--- src/design/color_gradient_orientation_unit_assert.svh ---
// Assertion macros shared by the color gradient orientation unit
`ifndef COLOR_GRADIENT_ORIENTATION_UNIT_ASSERT_SVH
`define COLOR_GRADIENT_ORIENTATION_UNIT_ASSERT_SVH

// same-cycle implication
`define CGO_ASSERT_NOW(label, clk, rst_n, ante, cons, msg) \
  label: assert property (@(posedge clk) disable iff (!rst_n) (ante) |-> (cons)) \
    else $error(msg);

// next-cycle implication
`define CGO_ASSERT_NEXT(label, clk, rst_n, ante, cons, msg) \
  label: assert property (@(posedge clk) disable iff (!rst_n) (ante) |=> (cons)) \
    else $error(msg);

`endif

--- src/design/cgo_pkg.sv ---
// Types and constants of the color gradient orientation unit
`timescale 1ns / 1ps

package cgo_pkg;

  localparam int NUM_CH       = 3;
  localparam int SAMPLE_W     = 8;
  localparam int DIFF_W       = 9;
  localparam int MAG_W        = 9;
  localparam int ANGLE_W      = 16;
  localparam int CH_W         = 2;
  localparam int IN_DATA_W    = 96;
  localparam int OUT_DATA_W   = 32;
  localparam int CORDIC_STEPS = 19;
  localparam int SCALE_SHIFT  = 24;
  localparam int XY_W         = 36;
  localparam int Z_W          = 32;
  localparam int ZC_W         = 30;
  localparam int OUT_SHIFT    = 15;

  localparam logic signed [Z_W-1:0] HALF_PI_UNITS = 32'sd536870912;
  localparam logic [ANGLE_W-1:0]    ANGLE_PI      = 16'd32768;

  localparam logic signed [Z_W-1:0] ATAN_UNITS [CORDIC_STEPS] = '{
    32'sd268435456, 32'sd158466703, 32'sd83729454, 32'sd42502378, 32'sd21333667,
    32'sd10677233,  32'sd5339919,   32'sd2670123,  32'sd1335082,  32'sd667543,
    32'sd333772,    32'sd166886,    32'sd83443,    32'sd41722,    32'sd20861,
    32'sd10430,     32'sd5215,      32'sd2608,     32'sd1304
  };

  typedef struct packed {
    logic [MAG_W-1:0] mag;
    logic [CH_W-1:0]  ch;
    logic             zero;
    logic             hneg;
    logic             mirror;
  } side_t;

  typedef struct packed {
    logic signed [XY_W-1:0] x;
    logic signed [XY_W-1:0] y;
    logic signed [Z_W-1:0]  z;
  } vec_t;

  typedef struct packed {
    logic [MAG_W-1:0]   mag;
    logic [ANGLE_W-1:0] angle;
    logic [CH_W-1:0]    ch;
  } res_t;

endpackage

--- src/design/cgo_grad.sv ---
// Gradient, channel selection and quadrant fold stages
`timescale 1ns / 1ps

module cgo_grad import cgo_pkg::*; #(
  parameter int MAX_CHANNELS = 3
) (
  input  logic                 clk,
  input  logic                 rst_n,
  input  logic                 en,
  input  logic                 in_valid,
  input  logic [IN_DATA_W-1:0] in_data,
  input  logic [CH_W-1:0]      channel_count,
  output logic                 out_valid,
  output side_t                out_side,
  output vec_t                 out_vec
);

  logic signed [DIFF_W-1:0] dx_c [NUM_CH];
  logic signed [DIFF_W-1:0] dy_c [NUM_CH];
  logic [MAG_W-1:0]         mag_c [NUM_CH];
  logic [CH_W-1:0]          cnt;
  logic [CH_W-1:0]          lim;

  logic [MAG_W-1:0]         best_mag;
  logic signed [DIFF_W-1:0] best_dx;
  logic signed [DIFF_W-1:0] best_dy;
  logic [CH_W-1:0]          best_ch;

  logic                     a_valid_r;
  logic [MAG_W-1:0]         a_mag_r;
  logic signed [DIFF_W-1:0] a_dx_r;
  logic signed [DIFF_W-1:0] a_dy_r;
  logic [CH_W-1:0]          a_ch_r;

  logic signed [DIFF_W-1:0] fdx;
  logic signed [DIFF_W-1:0] fdy;
  logic signed [DIFF_W-1:0] adx;
  side_t                    side_nxt;
  vec_t                     vec_nxt;

  logic                     b_valid_r;
  side_t                    b_side_r;
  vec_t                     b_vec_r;

  always_comb begin
    for (int c = 0; c < NUM_CH; c++) begin
      logic signed [DIFF_W-1:0] ax;
      logic signed [DIFF_W-1:0] ay;
      dy_c[c] = $signed({1'b0, in_data[c*32+8 +: SAMPLE_W]})
              - $signed({1'b0, in_data[c*32 +: SAMPLE_W]});
      dx_c[c] = $signed({1'b0, in_data[c*32+24 +: SAMPLE_W]})
              - $signed({1'b0, in_data[c*32+16 +: SAMPLE_W]});
      ax = dx_c[c][DIFF_W-1] ? -dx_c[c] : dx_c[c];
      ay = dy_c[c][DIFF_W-1] ? -dy_c[c] : dy_c[c];
      mag_c[c] = {1'b0, ax[SAMPLE_W-1:0]} + {1'b0, ay[SAMPLE_W-1:0]};
    end
  end

  // zero count behaves as one, counts above the parameter saturate
  assign cnt = (channel_count == '0) ? CH_W'(1) : channel_count;
  assign lim = (cnt > CH_W'(MAX_CHANNELS)) ? CH_W'(MAX_CHANNELS) : cnt;

  // ties keep the lower channel
  always_comb begin
    best_mag = mag_c[0];
    best_dx  = dx_c[0];
    best_dy  = dy_c[0];
    best_ch  = '0;
    for (int c = 1; c < NUM_CH; c++) begin
      if ((CH_W'(c) < lim) && (mag_c[c] > best_mag)) begin
        best_mag = mag_c[c];
        best_dx  = dx_c[c];
        best_dy  = dy_c[c];
        best_ch  = CH_W'(c);
      end
    end
  end

  always_ff @(posedge clk) begin
    if (!rst_n) begin
      a_valid_r <= 1'b0;
    end else if (en) begin
      a_valid_r <= in_valid;
    end
  end

  always_ff @(posedge clk) begin
    if (en) begin
      a_mag_r <= best_mag;
      a_dx_r  <= best_dx;
      a_dy_r  <= best_dy;
      a_ch_r  <= best_ch;
    end
  end

  // negative dy turns the vector by pi; a negative turned dx mirrors about pi/2
  always_comb begin
    fdx = a_dy_r[DIFF_W-1] ? -a_dx_r : a_dx_r;
    fdy = a_dy_r[DIFF_W-1] ? -a_dy_r : a_dy_r;
    adx = fdx[DIFF_W-1] ? -fdx : fdx;
    side_nxt.mag    = a_mag_r;
    side_nxt.ch     = a_ch_r;
    side_nxt.zero   = (a_dx_r == '0) && (a_dy_r == '0);
    side_nxt.hneg   = (fdy == '0) && fdx[DIFF_W-1];
    side_nxt.mirror = fdx[DIFF_W-1];
    vec_nxt.x = $signed({{(XY_W-SAMPLE_W-SCALE_SHIFT){1'b0}}, adx[SAMPLE_W-1:0],
                         {SCALE_SHIFT{1'b0}}});
    vec_nxt.y = $signed({{(XY_W-SAMPLE_W-SCALE_SHIFT){1'b0}}, fdy[SAMPLE_W-1:0],
                         {SCALE_SHIFT{1'b0}}});
    vec_nxt.z = '0;
  end

  always_ff @(posedge clk) begin
    if (!rst_n) begin
      b_valid_r <= 1'b0;
    end else if (en) begin
      b_valid_r <= a_valid_r;
    end
  end

  always_ff @(posedge clk) begin
    if (en) begin
      b_side_r <= side_nxt;
      b_vec_r  <= vec_nxt;
    end
  end

  assign out_valid = b_valid_r;
  assign out_side  = b_side_r;
  assign out_vec   = b_vec_r;

endmodule

--- config.mk ---
export PLATFORM = sky130hd
export DESIGN_NAME = cgo_grad
export DESIGN_NICKNAME = d
export VERILOG_FILES = /design/src/design/color_gradient_orientation_unit_assert.svh /design/src/design/cgo_pkg.sv /design/src/design/cgo_grad.sv
export SDC_FILE = /design/constraint.sdc
export NUM_CORES = 1
export LEC_CHECK = 0
export ABC_AREA = 0
export BUFFER_PORTS_ARGS = -buffer_cell sky130_fd_sc_hd__buf_2
export CORE_MARGIN = 2
export CORE_UTILIZATION = 59
export CTS_CLUSTER_DIAMETER = 50
export DETAILED_ROUTE_END_ITERATION = 8
export PLACE_DENSITY = 0.89
export SLEW_MARGIN = 40
export SYNTH_ARGS = -nofsm -noshare
export SYNTH_HDL_FRONTEND = slang
export SYNTH_SLANG_ARGS = --single-unit
--- constraint.sdc ---
create_clock -name clk -period 25.3 [get_ports clk]
set_input_delay 5.06 -clock clk [delete_from_list [all_inputs] [get_ports clk]]
set_output_delay 5.06 -clock clk [all_outputs]
set_load 0.03 [all_outputs]
### Word level (Yosys, flattened, before mapping)

Index checks and enable logic that the tools add are counted.

| storage, ports and cells | value |
|---|---|
| bits in registers | 61 |
| input port bits | 102 |
| output and inout bits | 119 |

| operators by class | value |
|---|---|
| $add $sub $neg | 18 |
| magnitude comparators | 5 |
| mux-type cells | 18 |
| reductions and logical operators | 8 |

Operator list:

| cell | number |
|---|---|
| 2-to-1 mux 9 bit | 8 |
| 2-to-1 mux 8 bit | 7 |
| negator 8 bit | 7 |
| subtractor 8 x 8 -> 9 bit | 6 |
| adder 8 x 8 -> 9 bit | 3 |
| logical NOT 9 bit | 3 |
| > comparator 9 bit | 2 |
| negator 9 bit | 2 |
| logical AND 1 bit | 4 |
| 2-to-1 mux 2 bit | 2 |
| > comparator 2 bit (second input constant) | 1 |
| logical NOT 2 bit | 1 |
| less-than comparator 1 x 2 -> 1 bit (first input constant) | 1 |
| less-than comparator 2 bit (first input constant) | 1 |
| 2-to-1 mux 1 bit | 1 |

### Longest topological paths before layout

Gate-level depths: netlist (run 1).

| logic depth | value |
|---|---|
| word-level depth | 10 |
| mapped depth | 43 |
| depth with buffers taken out | 38 |

### Worst setup path before layout (run 1)

OpenSTA, ideal clock, no wires.

| timing | value |
|---|---|
| kind | input-to-reg |
| start point | input in_data[18] |
| end point | register a_dx_r[3] (data pin) |
| data arrival time | 11.609 ns |
| required time | 25.028 ns |
| path slack | 13.419 ns |
| stages | 37 |
| buffers on the path | 5 |
| cells stage by stage | inv_1 ha_1 nor2b_1 o21a_1 o21ai_0 a21oi_1 o21ai_0 nor2b_1 o21ai_0 xnor2_1 ha_1 a21o_1 o21bai_1 a21o_1 a21oi_1 xnor2_1 inv_1 ha_1 and2_1 and2_1 nand3_1 a31oi_1 a2bb2oi_1 o221a_1 buf_6 buf_6 mux2_2 ha_1 nor2b_1 o21a_1 o21a_1 o31ai_1 a21o_1 clkbuf_1 clkbuf_1 clkbuf_1 o221ai_1 |

| on the way | value |
|---|---|
| word-level cells in the longest chain between the ends | 10 |
| elaborated cells between the ends (all ways) | 11 |

Ends and longest elaborated chain:

| element | RTL line | source |
|---|---|---|
| start: declaration | cgo_grad.sv:11 | `input logic [IN_DATA_W-1:0] in_data,` |
| subtractor 8 x 8 -> 9 bit * | cgo_grad.sv:52 | `- $signed({1'b0, in_data[c*32+16 +: SAMPLE_W]});` |
| negator 8 bit | cgo_grad.sv:53 | `ax = dx_c[c][DIFF_W-1] ? -dx_c[c] : dx_c[c];` |
| 2-to-1 mux 8 bit | cgo_grad.sv:53 |  |
| adder 8 x 8 -> 9 bit | cgo_grad.sv:55 | `mag_c[c] = {1'b0, ax[SAMPLE_W-1:0]} + {1'b0, ay[SAMPLE_W-1:0]};` |
| > comparator 9 bit | cgo_grad.sv:70 | `if ((CH_W'(c) < lim) && (mag_c[c] > best_mag)) begin` |
| logical AND 1 bit | cgo_grad.sv:70 |  |
| 2-to-1 mux 9 bit | cgo_grad.sv:70 |  |
| > comparator 9 bit | cgo_grad.sv:70 |  |
| logical AND 1 bit | cgo_grad.sv:70 |  |
| 2-to-1 mux 9 bit * | cgo_grad.sv:70 |  |
| named net best_dx[3] | cgo_grad.sv:25 | `logic signed [DIFF_W-1:0] best_dx;` |
| end signal: assignment | cgo_grad.sv:90 | `a_dx_r <= best_dx;` |
| end: declaration | cgo_grad.sv:31 | `logic signed [DIFF_W-1:0] a_dx_r;` |

Mark *: on every way through the listed nets, which the timed path passes. The rest lies on a longest branch.
A chain may end at the register's enable or synchronous reset.

### Worst setup path in the final report (run 1)

| timing | value |
|---|---|
| start point | input in_data[8] |
| end point | register a_dx_r[7] (data pin) |

| on the way | value |
|---|---|
| word-level cells in the longest chain between the ends | 10 |
| elaborated cells between the ends (all ways) | 11 |

Ends and longest elaborated chain:

| element | RTL line | source |
|---|---|---|
| subtractor 8 x 8 -> 9 bit * | cgo_grad.sv:50 | `- $signed({1'b0, in_data[c*32 +: SAMPLE_W]});` |
| negator 8 bit | cgo_grad.sv:54 | `ay = dy_c[c][DIFF_W-1] ? -dy_c[c] : dy_c[c];` |
| 2-to-1 mux 8 bit * | cgo_grad.sv:54 |  |
| adder 8 x 8 -> 9 bit * | cgo_grad.sv:55 |  |
| > comparator 9 bit | cgo_grad.sv:70 |  |
| logical AND 1 bit | cgo_grad.sv:70 |  |
| 2-to-1 mux 9 bit | cgo_grad.sv:70 |  |
| > comparator 9 bit | cgo_grad.sv:70 |  |
| logical AND 1 bit | cgo_grad.sv:70 |  |
| 2-to-1 mux 9 bit * | cgo_grad.sv:70 |  |
| named net best_dx[7] | cgo_grad.sv:25 |  |

Marked as above.

==> results of run 1 <==
sequential cells by signal, indices dropped and copies added (netlist names):
register,count
a_ch_r,2
a_valid_r,1
a_mag_r,9
a_dy_r,9
a_dx_r,9
out_valid,1
out_vec,16
out_side,14
through the flow:
stage | power (µW) | hold WS [ns]
2_1_floorplan | 943 | 0.400
3_3_place_gp | 1080 | 0.400
3_5_place_dp | 1100 | 0.415
4_1_cts | 1220 | 0.428
5_1_grt | 1340 | 0.431
6_report | 1240 | 0.426
cell type report:
| type | count | area share, % |
|---|---|---|
| clock buffers | 15 | 3.21 |
| multi-input cells | 759 | 61.3 |
| inverters | 94 | 4.08 |
| clock inverters | 1 | 0.0579 |
| flip-flops and latches | 61 | 20.9 |
| repair buffers | 135 | 7.90 |
| well taps | 176 | 2.55 |
report_power, final:
group / internal, µW / total (µW) / switching (µW)
Combinational: 354 / 892 / 538
Sequential: 202 / 232 / 29.3
Clock: 74.0 / 113 / 39.4
cell usage in the layout (no fill, tap or decap), types with 3 or more instances in the layout:
master,n
or4_1,6
buf_4,3
a211oi_1,5
edfxtp_1,59
o21ai_0,59
clkbuf_16,9
nor2_1,67
and3_1,6
or2_2,7
a31oi_1,5
o311ai_1,7
xor2_1,30
o31a_1,4
inv_1,93
nor2b_1,25
o41ai_1,7
nand2_1,54
nand2b_1,25
o31ai_1,8
a311oi_1,5
mux2i_1,9
fa_1,9
conb_1,88
clkbuf_1,3
a211o_1,3
nor3_1,15
or3_1,4
o21a_1,22
clkbuf_8,3
ha_1,99
o221ai_1,3
xnor2_1,66
o211ai_1,6
and2_1,4
a21o_1,12
a21oi_1,38
buf_2,132
nand3_1,28
routing by layer:
layer / global-route usage (%) / vias to the layer above / routed length, µm
li1: - / 3356 / -
met1: 30.7 / 3121 / 7220
met2: 42.1 / 310 / 8380
met3: 3.47 / 35 / 1150
met4: 7.21 / 0 / 456
met5: 0 / - / 0
worst max-delay path: cells and delay by family:
family	cells	cell delay, ns
compound gates	17	3.61
xor+xnor	2	0.40
fa+ha+maj	5	1.31
mux	1	0.40
buf+inv	6	1.89
simple gates	6	0.92
path summary, 6_finish.rpt:
path	start	end	slack [ns]	cells past startpoint
min	a_ch_r[0]$_SDFFCE_PP0P_	out_side[3]$_DFFE_PP_	0.43	0
min reg2reg	a_ch_r[0]$_SDFFCE_PP0P_	out_side[3]$_DFFE_PP_	0.43	0
max	in_data[8]	a_dx_r[7]$_DFFE_PP_	11.76	37
max reg2reg	a_dx_r[4]$_DFFE_PP_	out_side[1]$_DFFE_PP_	22.57	9
cells by family (layout without fill, tap and decap cells):
logic type / Yosys count / after routing / share of synthesized area (%)
DFF: 61 / 61 / 22.9
adders and majority gates: 108 / 108 / 17.9
buffers and inverters: 204 / 245 / 14.3
AOI/OAI and AO/OA: 206 / 206 / 17.3
muxes: 11 / 11 / 1.42
and+or+nand+nor: 250 / 250 / 15.5
other: 1 / 88 / 0.0474
xor gates and xnor gates: 96 / 96 / 10.6
==> impl_metrics.yaml, run 1 <==
detailed_routing:
  wl_per_cell_um: 13.9
  drt-total-wl_mm: 17.2
  drtAntennaViolNets: 0
  vias: 6822
  first_pass_iters: 8
  drcViolationCount: 0
  vias_per_cell: 5.50
  drtIter0Drc: 598
final_layout:
  final_cells: 1241
  drive_gt1_share_pct: 15.4
  antenna_cells: 0
  n_fill_cell: 1108
  regArea_um2: 1810
  fin_util_pct: 65.6
  fin_nets: 1270
  syn_to_final_growth_pct: 9.30
  multi_input_area_um2: 5300
  final_area_um2: 8650
floorplanning:
  coreArea_um2: 13200
  die_w_um: 120
  fp-row-count: 42
  dieArea_um2: 14400
  start_util_pct: 60.0
  die_h_um: 120
  io_pins: 221
timing:
  timing.final.crit_share_pct: 53.5
  tightest_slew_ns: 0.798
  hold_violations: 0
  slew_violations: 0
  skew_ns: 0.00677
  finalSetupViolCount: 0
  rsz0062_at_grt: "no"
  min_period_ns: 13.54
  setup_tns_ns: 0
  timing.final.ws_setup_ns: 11.76
  clock.fmax_mhz: 73.9
  slew_headroom_pct: 46.5
placement:
  numPortBuffers: 132
  pre_cts_ws_ns: 12.03
  globalplace.congestion: 0.913
  placed_cells: 1225
  hpwl_mm: 14.2
  dpl_cell_area_um2: 8370
global_routing:
  antenna_found_initial: 0
  overflow: 0
  grtUsageTotal_pct: 24.0
  grt_pass1_wl_mm: 27.9
  grt_max_degree: 62
  grt_pass1_vias: 6109
yosys:
  async_flop_share_pct: 0
  synth_flop_cell: "edfxtp_1"
  yosys-top-cells-area: "edfxtp_1 22%, ha_1 16%, buf_4 8.3%"
  yosys.area.top_type: "edfxtp_1"
  yosysMostFrequentCell: "ha_1"
  netlist.area_leader.share_pct: 22.4
  syn_area_um2: 7910
  yosysWarnings: 0
  synthTopCellsByCount: "99 x ha_1, 94 x inv_1, 88 x buf_4"
  ys_seq_area_share_pct: 22.9
  synth_edf_count: 59
  synth_seq_cells: 61
  synth.avg_cell_area_um2: 8.44
  synthCells: 937
  yosysUniqueCellTypes: 61
critical_path:
  setup.worst_path.end_class: "flip-flop"
  crit_arrival_ns: 13.60
  crit_path_frequent_cell: "ha_1"
  required_ns: 25.36
  cpMaxStageDelayCell: "clkinv_1"
  crit_type: "in2reg"
  start_kind: "primary input"
  slowest_delay_ns: 0.78
  cp_max_fo: 61
cts:
  cts-root-buf: "clkbuf_16"
  cts_buffers: 9
  cts_setup_buffers: 0
  htreeDepth: 3
  clock-sinks: 61
  cts_tree: "done"
  clock_latency_ns: 0.33
  ctsHoldBuffers: 0
  cts.clk_slew.worst_paths_ns: 0.05
  ctsResizeCount: 0
  max-clock-path-buffers: 2
pwr:
  power_leakage_uw: 0.00412
  power.density_nw_per_um2: 143
  ir_worst_vdd_mv: 0.108
status:
  status: "finished, final reports clean"
worst_hold_path:
  hold_path_class: "reg2reg"
flow_run:
  drv_cap: 0
No activity file was read; power rests on OpenSTA's default activity.
==> inputs of run 2 (changes only) <==
--- a/config.mk
+++ b/config.mk
@@ -8,10 +8,10 @@
 export ABC_AREA = 0
 export BUFFER_PORTS_ARGS = -buffer_cell sky130_fd_sc_hd__buf_2
 export CORE_MARGIN = 2
-export CORE_UTILIZATION = 59
+export CORE_UTILIZATION = 49
 export CTS_CLUSTER_DIAMETER = 50
 export DETAILED_ROUTE_END_ITERATION = 8
-export PLACE_DENSITY = 0.89
+export PLACE_DENSITY = 0.79
 export SLEW_MARGIN = 40
 export SYNTH_ARGS = -nofsm -noshare
 export SYNTH_HDL_FRONTEND = slang
==> constraint.sdc (replaced) <==
create_clock -name clk -period 11.7 [get_ports clk]
set_input_delay 2.34 -clock clk [delete_from_list [all_inputs] [get_ports clk]]
set_output_delay 2.34 -clock clk [all_outputs]
set_load 0.03 [all_outputs]
==> impl_metrics.yaml, run 2 (synthesis gave the netlist of run 1 again) <==
cts:
  max-clock-path-buffers: 2
  ctsResizeCount: 0
  cts_tree: "done"
  clock_latency_ns: 0.32
  ctsHoldBuffers: 0
  cts_buffers: 9
  cts.clk_slew.worst_paths_ns: 0.05
  htreeDepth: 3
  clock-sinks: 61
  cts_setup_buffers: 0
  cts-root-buf: "clkbuf_16"
placement:
  numPortBuffers: 132
  hpwl_mm: 14.2
  globalplace.congestion: 0.952
  placed_cells: 1265
final_layout:
  largest_reg_flops: 16
  drive_gt1_share_pct: 15.8
  fin_util_pct: 55.2
  final_common_cell: "buf_2"
  syn_to_final_growth_pct: 10.3
  fin_nets: 1270
  final_cells: 1281
  multi_input_area_um2: 5300
  n_fill_cell: 1468
  final_cell_mix: "132 x buf_2, 99 x ha_1, 93 x inv_1"
  regArea_um2: 1810
  antenna_cells: 0
flow_run:
  drv_cap: 0
critical_path:
  required_ns: 11.80
  cp_max_fo: 52
  crit_path_frequent_cell: "ha_1"
  cpMaxStageDelayCell: "o221a_2"
  crit_arrival_ns: 10.20
  start_kind: "primary input"
  crit_type: "in2reg"
  setup.worst_path.end_class: "flip-flop"
  slowest_delay_ns: 0.63
floorplanning:
  die_h_um: 131
  dieArea_um2: 17200
  coreArea_um2: 15800
  fp-row-count: 46
  io_pins: 221
  start_util_pct: 50.0
  die_w_um: 131
status:
  status: "finished, final reports clean"
timing:
  min_period_ns: 10.10
  clock.fmax_mhz: 99.0
  setup_tns_ns: 0
  hold_violations: 0
  skew_ns: 0.00494
  slew_violations: 0
  rsz0062_at_grt: "no"
  tightest_slew_ns: 0.725
  finalSetupViolCount: 0
  timing.final.crit_share_pct: 86.4
  slew_headroom_pct: 51.6
detailed_routing:
  highest_layer: "met4"
  first_pass_iters: 5
  wl_per_cell_um: 13.1
  drcViolationCount: 0
  vias_per_cell: 5.12
  wl_met2_mm: 8.05
  drtIter0Drc: 480
  drt-total-wl_mm: 16.8
  wl_met1_mm: 7.50
  drtAntennaViolNets: 0
  met3WireLength_um: 982
  vias: 6564
pwr:
  power_leakage_uw: 0.00413
  power.density_nw_per_um2: 308
  ir_worst_vdd_mv: 0.196
global_routing:
  antenna_found_initial: 0
  grtUsageTotal_pct: 19.7
  grt_max_degree: 62
  grt_pass1_vias: 5667
  overflow: 0
  grt_pass1_wl_mm: 26.8
worst_hold_path:
  hold_path_class: "reg2reg"
==> run 2: cell count changes in the layout (fill, tap and decap cells not counted) <==
cell and change:
inv_2 +1, clkinv_1 -1, clkinv_2 +2, clkbuf_8 -3
clkbuf_1 -3, clkinvlp_4 +2, bufinv_16 +2
==> run 2: final cells by class <==
class	count	share of cell area, %
multi-input combinational	759	60.7
sequential	61	20.8
timing repair buffer	135	7.82
inverter	94	4.04
tap	216	3.10
clock buffer	9	2.58
clock inverter	7	1.03
==> run 2: worst max-delay path: cells and delay by family <==
kind                       cells  cell delay, ns
AOI/OAI and AO/OA             15            3.74
xor gates and xnor gates       2            0.34
adders and majority gates      5            1.35
buffers and inverters          6            1.37
muxes                          1            0.14
and+or+nand+nor                6            0.89
==> run 2: metrics by stage <==
step | cell area (µm²) | worst slack (ns) | hold WS, ns | power [µW]
3_5_place_dp | 8420 | 1.13 | 0.409 | 2400
6_report | 8730 | 1.60 | 0.420 | 2690
4_1_cts | 8730 | 1.46 | 0.421 | 2680
5_1_grt | 8730 | 0.887 | 0.430 | 2940
2_1_floorplan | 8240 | 2.54 | 0.400 | 2040
3_3_place_gp | 8420 | 1.17 | 0.403 | 2390
==> run 2: worst paths after layout <==
check / start / to / slack, ns / cells past startpoint
max: in_data[8] / a_mag_r[5]$_DFFE_PP_ / 1.60 / 35
min: a_mag_r[8]$_DFFE_PP_ / out_side[13]$_DFFE_PP_ / 0.42 / 0
min reg2reg: a_mag_r[8]$_DFFE_PP_ / out_side[13]$_DFFE_PP_ / 0.42 / 0
max reg2reg: a_dx_r[4]$_DFFE_PP_ / out_side[1]$_DFFE_PP_ / 9.04 / 9
==> run 2: power by group <==
part / switching, µW / leakage [µW] / internal (µW)
clock: 87.3 / 0.000151 / 185
sequential: 59.5 / 0.000595 / 437
combinational: 1160 / 0.00339 / 760
==> run 2: per-layer routing <==
layer	vias up	global-route usage (%)
met2	222	34.0
met4	0	5.13
li1	3353	-
met5	-	0
met3	18	2.19
met1	2971	26.3
==> inputs of run 3 (changes only) <==
--- a/config.mk
+++ b/config.mk
@@ -12,6 +12,7 @@
 export CTS_CLUSTER_DIAMETER = 50
 export DETAILED_ROUTE_END_ITERATION = 8
 export PLACE_DENSITY = 0.79
+export REMOVE_ABC_BUFFERS = 1
 export SLEW_MARGIN = 40
 export SYNTH_ARGS = -nofsm -noshare
 export SYNTH_HDL_FRONTEND = slang
==> impl_metrics.yaml, run 3 (synthesis gave the netlist of run 1 again) <==
timing:
  setup_tns_ns: 0
  clock.fmax_mhz: 100
  rsz0062_at_grt: "no"
  tightest_slew_ns: 0.731
  timing.final.crit_share_pct: 85.2
  holdWs_ns: 0.411
  slew_headroom_pct: 51.3
  slew_violations: 0
  skew_ns: 0.00605
  min_period_ns: 9.97
  hold_violations: 0
  finalSetupViolCount: 0
floorplanning:
  io_pins: 221
  die_w_um: 131
  start_util_pct: 50.0
  coreArea_um2: 15800
  fp-row-count: 46
  die_h_um: 131
  dieArea_um2: 17200
global_routing:
  overflow: 0
  antenna_found_initial: 0
  grt_pass1_wl_mm: 27.3
  grtUsageTotal_pct: 20.0
  grt_pass1_vias: 5871
  grt_max_degree: 62
critical_path:
  crit_arrival_ns: 10.03
  required_ns: 11.76
  crit_type: "in2reg"
  crit_path_frequent_cell: "ha_1"
  slowest_delay_ns: 0.68
  cp_max_fo: 51
  cpMaxStageDelayCell: "o221a_2"
  start_kind: "primary input"
  setup.worst_path.end_class: "flip-flop"
placement:
  numPortBuffers: 132
  hpwl_mm: 14.3
  globalplace.congestion: 0.917
cts:
  htreeDepth: 3
  cts-root-buf: "clkbuf_16"
  clock_latency_ns: 0.32
  cts_buffers: 9
  ctsResizeCount: 0
  max-clock-path-buffers: 2
  ctsHoldBuffers: 0
  cts_tree: "done"
  cts_setup_buffers: 0
  cts.clk_slew.worst_paths_ns: 0.05
  clock-sinks: 61
final_layout:
  fin_nets: 1270
  antenna_cells: 0
  final_cell_mix: "132 x buf_2, 99 x ha_1, 93 x inv_1"
  syn_to_final_growth_pct: 9.79
  largest_reg_flops: 16
  final_common_cell: "buf_2"
  drive_gt1_share_pct: 15.6
  fin_util_pct: 54.9
detailed_routing:
  vias_per_cell: 5.14
  wl_per_cell_um: 13.3
  highest_layer: "met4"
  wl_met2_mm: 7.97
  drcViolationCount: 0
  drtAntennaViolNets: 0
  first_pass_iters: 6
  drtIter0Drc: 458
  wl_met1_mm: 7.71
  met3WireLength_um: 964
  drt-total-wl_mm: 17.0
  vias: 6581
worst_hold_path:
  hold_path_class: "reg2reg"
status:
  status: "finished, final reports clean"
pwr:
  ir_worst_vdd_mv: 0.195
  total_power_uw: 2650
  power_leakage_uw: 0.00411
  power.density_nw_per_um2: 304
flow_run:
  drv_cap: 0
## run 3: final timing paths
kind                             start               endpoint  slack, ns  cells past startpoint
setup / recovery           in_data[24]    a_dy_r[7]$_DFFE_PP_       1.73                     36
hold / removal    a_mag_r[4]$_DFFE_PP_  out_side[9]$_DFFE_PP_       0.41                      0
setup reg to reg   a_dx_r[4]$_DFFE_PP_  out_side[1]$_DFFE_PP_       9.04                      9
hold reg to reg   a_mag_r[4]$_DFFE_PP_  out_side[9]$_DFFE_PP_       0.41                      0
## run 3: routing by layer
layer / vias to the layer above / track usage [%]
met1: 2957 / 26.5
met5: - / 0
met3: 23 / 1.95
li1: 3357 / -
met2: 244 / 34.5
met4: 0 / 6.26
## run 3: per-stage QoR
| stage | cells | instance area [µm²] | setup WS (ns) |
|---|---|---|---|
| 2_1_floorplan | 914 | 7460 | 0.782 |
| 3_3_place_gp | 1265 | 8420 | 1.67 |
| 3_5_place_dp | 1265 | 8420 | 1.56 |
| 4_1_cts | 1281 | 8690 | 1.88 |
| 5_1_grt | 1281 | 8690 | 1.06 |
| 6_report | 1281 | 8690 | 1.73 |
## run 3: cell type report
cell class / instances / area (µm²)
fillers: 1467 / 7140
multi-input cells: 759 / 5300
flip-flops and latches: 61 / 1810
repair buffers: 135 / 683
inverters: 94 / 353
well taps: 216 / 270
clock buffers: 12 / 246
clock inverters: 4 / 25.0
## run 3: power by group
part	internal (µW)	switching [µW]
logic	759	1160
clock network	148	85.1
registers	436	55.8
## run 3: critical path, delay by kind of cell
| family | cells | cell delay (ns) |
|---|---|---|
| simple gates | 7 | 1.04 |
| xor+xnor | 2 | 0.36 |
| mux | 1 | 0.41 |
| compound gates | 17 | 3.82 |
| buf+inv | 4 | 0.64 |
| fa+ha+maj | 5 | 1.37 |
